===== config.mk =====
export PLATFORM = sky130hd
export DESIGN_NAME = hasi_ctrl
export DESIGN_NICKNAME = d
export VERILOG_FILES = /design/src/hw/rtl/hasi_pkg.sv /design/src/hw/rtl/hasi_ctrl.sv
export VERILOG_INCLUDE_DIRS = /design/src /design/src/hw/rtl
export SDC_FILE = /design/constraint.sdc
export NUM_CORES = 1
export LEC_CHECK = 0
export ABC_CLOCK_PERIOD_IN_PS = 1500
export BUFFER_PORTS_ARGS = -buffer_cell sky130_fd_sc_hd__buf_2
export CAP_MARGIN = 40
export CORE_AREA = 5 5 42 44
export DETAILED_ROUTE_END_ITERATION = 6
export DIE_AREA = 0 0 47 49
export GPL_TIMING_DRIVEN = 0
export PLACE_DENSITY_LB_ADDON = 0.08
export SLEW_MARGIN = 20
export SYNTH_ARGS = -nofsm -noshare
export SYNTH_HDL_FRONTEND = slang
export SYNTH_SLANG_ARGS = --single-unit

===== constraint.sdc =====
create_clock -name clk -period 1.5 [get_ports clk]
set_clock_uncertainty 0.1 [all_clocks]
set_input_delay 0.075 -clock clk [delete_from_list [all_inputs] [get_ports clk]]
set_output_delay 0.075 -clock clk [all_outputs]
set_load 0.05 [all_outputs]

===== src/hw/rtl/hashed_address_set_insert_assert.svh =====
// Assertion macros shared by the hashed address set modules.
// Each macro expects clk and rst_n in the scope where it is used.
`ifndef HASHED_ADDRESS_SET_INSERT_ASSERT_SVH
`define HASHED_ADDRESS_SET_INSERT_ASSERT_SVH

// Same-cycle implication
`define HASI_ASSERT_IMP(lbl, ante, cons, msg) \
    lbl: assert property (@(posedge clk) disable iff (!rst_n) (ante) |-> (cons)) \
        else $error(msg);

// Next-cycle implication
`define HASI_ASSERT_NXT(lbl, ante, cons, msg) \
    lbl: assert property (@(posedge clk) disable iff (!rst_n) (ante) |=> (cons)) \
        else $error(msg);

`endif


===== src/hw/rtl/hasi_pkg.sv =====
`timescale 1ns / 1ps

package hasi_pkg;

    // Table geometry
    localparam int CAPACITY = 1024;
    localparam int SLOT_W   = $clog2(CAPACITY);

    // Field widths
    localparam int KEY_W    = 32;
    localparam int CNT_W    = 10;
    localparam int STATUS_W = 2;
    localparam int CFG_W    = 32;
    localparam int PADDR_W  = 3;

    // Width for the limit compare, wide enough for count + 1 and CAPACITY - 1
    localparam int CMP_W = ((SLOT_W > CNT_W) ? SLOT_W : CNT_W) + 1;

    // RAM word: occupied flag over the key
    localparam int RAM_W = KEY_W + 1;

    // Reset value of the entry limit
    localparam logic [CNT_W-1:0] MAX_ENTRIES_RST = CNT_W'(716);

    // Mixer constants
    localparam logic [31:0] HASH_MUL1 = 32'h7feb352d;
    localparam logic [31:0] HASH_MUL2 = 32'h846ca68b;
    localparam int HASH_SH_A = 16;
    localparam int HASH_SH_B = 15;

    // Result codes
    localparam logic [STATUS_W-1:0] STATUS_INSERTED = 2'd0;
    localparam logic [STATUS_W-1:0] STATUS_PRESENT  = 2'd1;
    localparam logic [STATUS_W-1:0] STATUS_FULL     = 2'd2;

    // Register index of the entry limit
    localparam logic REG_MAX_ENTRIES = 1'b0;

    typedef enum logic [2:0] {
        ST_CLEAR,
        ST_IDLE,
        ST_HASH1,
        ST_HASH2,
        ST_ADDR,
        ST_PROBE
    } state_t;

    // Controller to datapath
    typedef struct packed {
        logic                load_key;
        logic                hash1;
        logic                hash2;
        logic                rd_home;
        logic                rd_next;
        logic                wr_clear;
        logic                wr_insert;
        logic                res_strobe;
        logic [STATUS_W-1:0] res_status;
    } ctrl_cmd_t;

    // Datapath to controller
    typedef struct packed {
        logic full;
        logic rd_occ;
        logic rd_match;
        logic clr_last;
    } dp_stat_t;

endpackage


===== src/hw/rtl/hasi_ctrl.sv =====
`timescale 1ns / 1ps
`include "hashed_address_set_insert_assert.svh"

module hasi_ctrl (
    input  logic               clk,
    input  logic               rst_n,
    input  logic               start,
    output logic               busy,
    input  hasi_pkg::dp_stat_t stat,
    output hasi_pkg::ctrl_cmd_t cmd
);

    hasi_pkg::state_t state_reg;
    hasi_pkg::state_t state_next;

    // State register
    always_ff @(posedge clk or negedge rst_n)
    begin
        if (!rst_n)
        begin
            state_reg <= hasi_pkg::ST_CLEAR;
        end
        else
        begin
            state_reg <= state_next;
        end
    end

    // Next state and commands
    always_comb
    begin
        state_next = state_reg;
        cmd        = '0;
        busy       = 1'b1;
        case (state_reg)
            hasi_pkg::ST_CLEAR:
            begin
                // sweep the table, one slot a cycle
                cmd.wr_clear = 1'b1;
                if (stat.clr_last)
                begin
                    state_next = hasi_pkg::ST_IDLE;
                end
            end
            hasi_pkg::ST_IDLE:
            begin
                busy = 1'b0;
                if (start)
                begin
                    cmd.load_key = 1'b1;
                    if (stat.full)
                    begin
                        // limit reached: refuse without touching the table
                        cmd.res_strobe = 1'b1;
                        cmd.res_status = hasi_pkg::STATUS_FULL;
                    end
                    else
                    begin
                        state_next = hasi_pkg::ST_HASH1;
                    end
                end
            end
            hasi_pkg::ST_HASH1:
            begin
                cmd.hash1  = 1'b1;
                state_next = hasi_pkg::ST_HASH2;
            end
            hasi_pkg::ST_HASH2:
            begin
                cmd.hash2  = 1'b1;
                state_next = hasi_pkg::ST_ADDR;
            end
            hasi_pkg::ST_ADDR:
            begin
                cmd.rd_home = 1'b1;
                state_next  = hasi_pkg::ST_PROBE;
            end
            hasi_pkg::ST_PROBE:
            begin
                if (!stat.rd_occ)
                begin
                    cmd.wr_insert  = 1'b1;
                    cmd.res_strobe = 1'b1;
                    cmd.res_status = hasi_pkg::STATUS_INSERTED;
                    state_next     = hasi_pkg::ST_IDLE;
                end
                else if (stat.rd_match)
                begin
                    cmd.res_strobe = 1'b1;
                    cmd.res_status = hasi_pkg::STATUS_PRESENT;
                    state_next     = hasi_pkg::ST_IDLE;
                end
                else
                begin
                    // occupied by another key: step to the next slot
                    cmd.rd_next = 1'b1;
                end
            end
            default:
            begin
                state_next = hasi_pkg::ST_IDLE;
            end
        endcase
    end

    // Checks
    `HASI_ASSERT_NXT(a_probe_continues,
        state_reg == hasi_pkg::ST_PROBE && stat.rd_occ && !stat.rd_match,
        state_reg == hasi_pkg::ST_PROBE, "probe left on a foreign key")
    `HASI_ASSERT_NXT(a_accept_hashes,
        start && !busy && !stat.full,
        state_reg == hasi_pkg::ST_HASH1, "accepted add did not start hashing")
    `HASI_ASSERT_NXT(a_result_idles,
        cmd.res_strobe, state_reg == hasi_pkg::ST_IDLE, "not idle after result")
    `HASI_ASSERT_IMP(a_insert_not_clear,
        cmd.wr_insert, !cmd.wr_clear && state_reg == hasi_pkg::ST_PROBE,
        "insert write outside probe")

endmodule


==> results.txt <==
----------------------------------------------------
[Global routing]
  Number of antenna violations at the first check in global routing ... 0
  Largest net degree at the start of global routing ... 11
  Peak-usage layer in the global routing report ... met2
  First-pass GRT wire length ... 1.37 mm
  GR met2 Demand/Resource ... 11.8%
  GR Util All Layers ... 8.32%
  Routing usage on met1 ... 9.69%
  Remaining global-route overflow ... 0
  Via count of the first global-routing pass ... 350
  Met3 Track Usage GR ... 1.48%

[Worst setup path]
  Type of element launching the critical path ... flop
  Buffering stage count on the worst path with inverters included ... 2
  Category of cells accounting for the largest share of critical-path delay ... flip-flops
  Critical path data arrival time ... 1300 ps
  Max Fanout on Critical Path ... 5
  Worst Path Required ... 1320 ps
  Type of destination of the critical path ... output port
  Worst reg2reg setup slack ... 100 ps
  Critical path type ... reg2out
  Ordered cell list for the critical path ... buf_6 -> nor3b_4 -> and2_4 -> buf_8
  Critical Path Slowest Stage Cell ... dfrtp_2
  Crit-path max cell delay ... 430 ps

[Yosys]
  Count of distinct cell types in the synthesized netlist ... 19
  EDFF count, synth ... 0
  Most numerous cell types in the synthesized netlist ... nor2_1 (6), a21oi_1 (3), dfrtp_1 (3), nor3b_1 (3)
  Netlist area before placement ... 258 um^2
  Most common cell in the netlist ... nor2_1
  Top area cells in the synthesized netlist ... dfrtp_1 (29%), nor2_1 (8.7%), nor3b_1 (8.7%)
  Fraction of the yosys area taken by sequential cells ... 29.1%
  Post-Syn Nets ... 40
  Proportion of netlist area held by the largest area contributor ... 29.1%
  Average cell area after synthesis ... 7.81 um^2
  Dominant register cell in the synthesized netlist ... dfrtp_1
  Fraction of registers with async set or reset after synthesis ... 100%
  Cell taking the most area after synthesis ... dfrtp_1
  Cells after Synth ... 33
  Yosys warnings ... 0
  #FFs+latches synth ... 3

[Detailed routing]
  Routed Wire Length ... 890 um
  Vias ... 341
  Detail-routed net length per standard cell ... 11.4 um
  Vias per Instance ... 4.37
  Iteration count of the initial detailed-routing pass ... 2
  Number of nets with antenna violations after detailed routing ... 0
  Post-detailed-route DRC marker count ... 0
  Drt initial violations ... 2

[Clock network]
  Number of buffers on the longest clock path ... 2
  Root Buffer Master ... clkbuf_4
  Total number of clock tree sinks ... 3
  Clock transition at the registers of the reported paths ... 40 ps
  Number of CTS-inserted buffers ... 3
  TritonCTS clock tree ... built
  Max H-tree Level ... 1
  Skew-Pair Late Insertion Delay ... 230 ps

[Cells and area]
  Filler-free cell count of the finished design ... 78
  Share of post-route cells with drive strength above 1 ... 71.0%
  N_diodes ... 0
  Fill count ... 149
  Synthesis-to-finish area growth ... 114%
  Net total in the final layout ... 70
  Post-route cell area ... 552 um^2
  Largest register FFs ... 3

[Pwr]
  Peak supply drop ... 0.978 mV
  Leak ... 0.270 nW
  Overall power ... 1.25 mW
  Pwr per Cell Area ... 2260 mW/mm^2

[Floorplanning]
  Standard cell core area ... 0.00140 mm^2
  Vertical die dimension ... 49 um
  Die width ... 47 um
  DIE AREA ... 0.00230 mm^2
  Initial core utilization ... 18.4%
  Site Rows ... 14
  Count of pins on the block boundary ... 18

[Timing]
  Final hold vios ... 0
  Sum of negative setup slack ... 0 ps
  Slew @ Worst Pin ... 252 ps
  Maximum clock frequency ... 680 MHz
  Period minus WS final ... 1470 ps
  Relative slew margins ... 83.3%
  Final-report max-slew violation count ... 0
  Final worst path period share ... 98.1%
  Final-report setup violation count ... 0
  RSZ-0062 raised after global routing ... true

[Placement]
  Port bufs ... 17
  Final estimated routing congestion in global placement ... 0.696
  Placed Cells incl. Taps ... 66
  Post-Place Cell Area ... 403 um^2
  DP HPWL ... 600 um

[Outcome]
  Result of the run ... complete, no violations

[Worst hold path]
  Worst min path class ... in2async

[Job]
  Max Cap Viol ... 0

----------------------------------------------------
[per-stage QoR]
step	hold slack [ps]	setup WS [ps]	utilization, %
5_1_grt	64.8	-43.7	39.4
4_1_cts	62.4	-0.178	34.8
2_1_floorplan	-321	-310	-
3_3_place_gp	-230	103	28.7
3_5_place_dp	-225	83.8	28.7
6_report	62.1	29.1	39.4
[power by group]
group          internal [mW]  leakage (nW)  switching [mW]
clock                 0.0998        0.0150          0.0437
sequential             0.117        0.0349          0.0275
combinational          0.393         0.221           0.566
[what timing repair did]
action | 4_1_cts | 5_1_grt
pin swaps | 0 | 4
cloned | 0 | 1
buffers inserted | 2 | 4
hold endpoints to repair | 3 | 0
hold buffers | 1 | 0
setup endpoints to repair | 10 | 9
resized for setup | 12 | 11
[worst reg2reg max path: stages (launching register included)]
cell and delay (ps):
dfrtp_2 400, buf_4 160, nor2b_1 140, or4_4 460
[cells by family (layout without fill, tap and decap cells)]
family | count (synthesis) | in the layout | share of synthesized area, %
flip-flops | 3 | 3 | 29.1
AND/OR/NAND/NOR | 22 | 22 | 52.4
buffers and inverters | 3 | 32 | 6.31
AO/OA/AOI/OAI | 5 | 5 | 12.1
[cell type report]
cell class                 count  area, um^2  area share [%]
sequential                     3        77.6            14.1
clock buffer                   4        26.3            4.76
tap                           16        20.0            3.63
inverter                       1        3.75           0.680
timing repair buffer          25         188            34.0
multi-input combinational     27         214            38.8
buffer                         2        22.5            4.08
[final timing paths]
path                                     startpoint                       end  cells after the start
setup / recovery           state_reg[2]$_DFFE_PN0P_                    cmd[1]                      4
hold / removal                                rst_n  state_reg[0]$_DFFE_PN0P_                      2
setup reg to reg           state_reg[1]$_DFFE_PN0P_  state_reg[0]$_DFFE_PN0P_                      3
hold reg to reg            state_reg[2]$_DFFE_PN0P_  state_reg[0]$_DFFE_PN0P_                      1
max in group asynchronous                     rst_n  state_reg[1]$_DFFE_PN0P_                      2
min in group clk                            stat[0]  state_reg[0]$_DFFE_PN0P_                      3
[metal layers]
layer  vias up  wire [um]
li1        168          -
met1       159        384
met2        11        457
met3         3         26
met4         0         21
met5         -          0
[cells in the final DEF (no fill, tap or decap)]
master and n:
nand3_2 1, buf_4 7, inv_1 1, a311oi_2 1, and2b_1 1, nor3_2 1, a21o_1 1, dfrtp_2 2
a21oi_1 3, and2_4 1, nor2_1 3, clkbuf_4 5, and2b_2 1, nor2b_1 2, nand2_1 2, buf_2 10
buf_6 6, nor3b_2 2, nor3b_4 1, clkbuf_1 1, nor2_2 3, or4_4 1, dlygate4sd3_1 1, buf_8 1
nand2b_4 1, nand2b_1 2, dfrtp_1 1
Note: power is estimated with default switching activity, not from simulation.
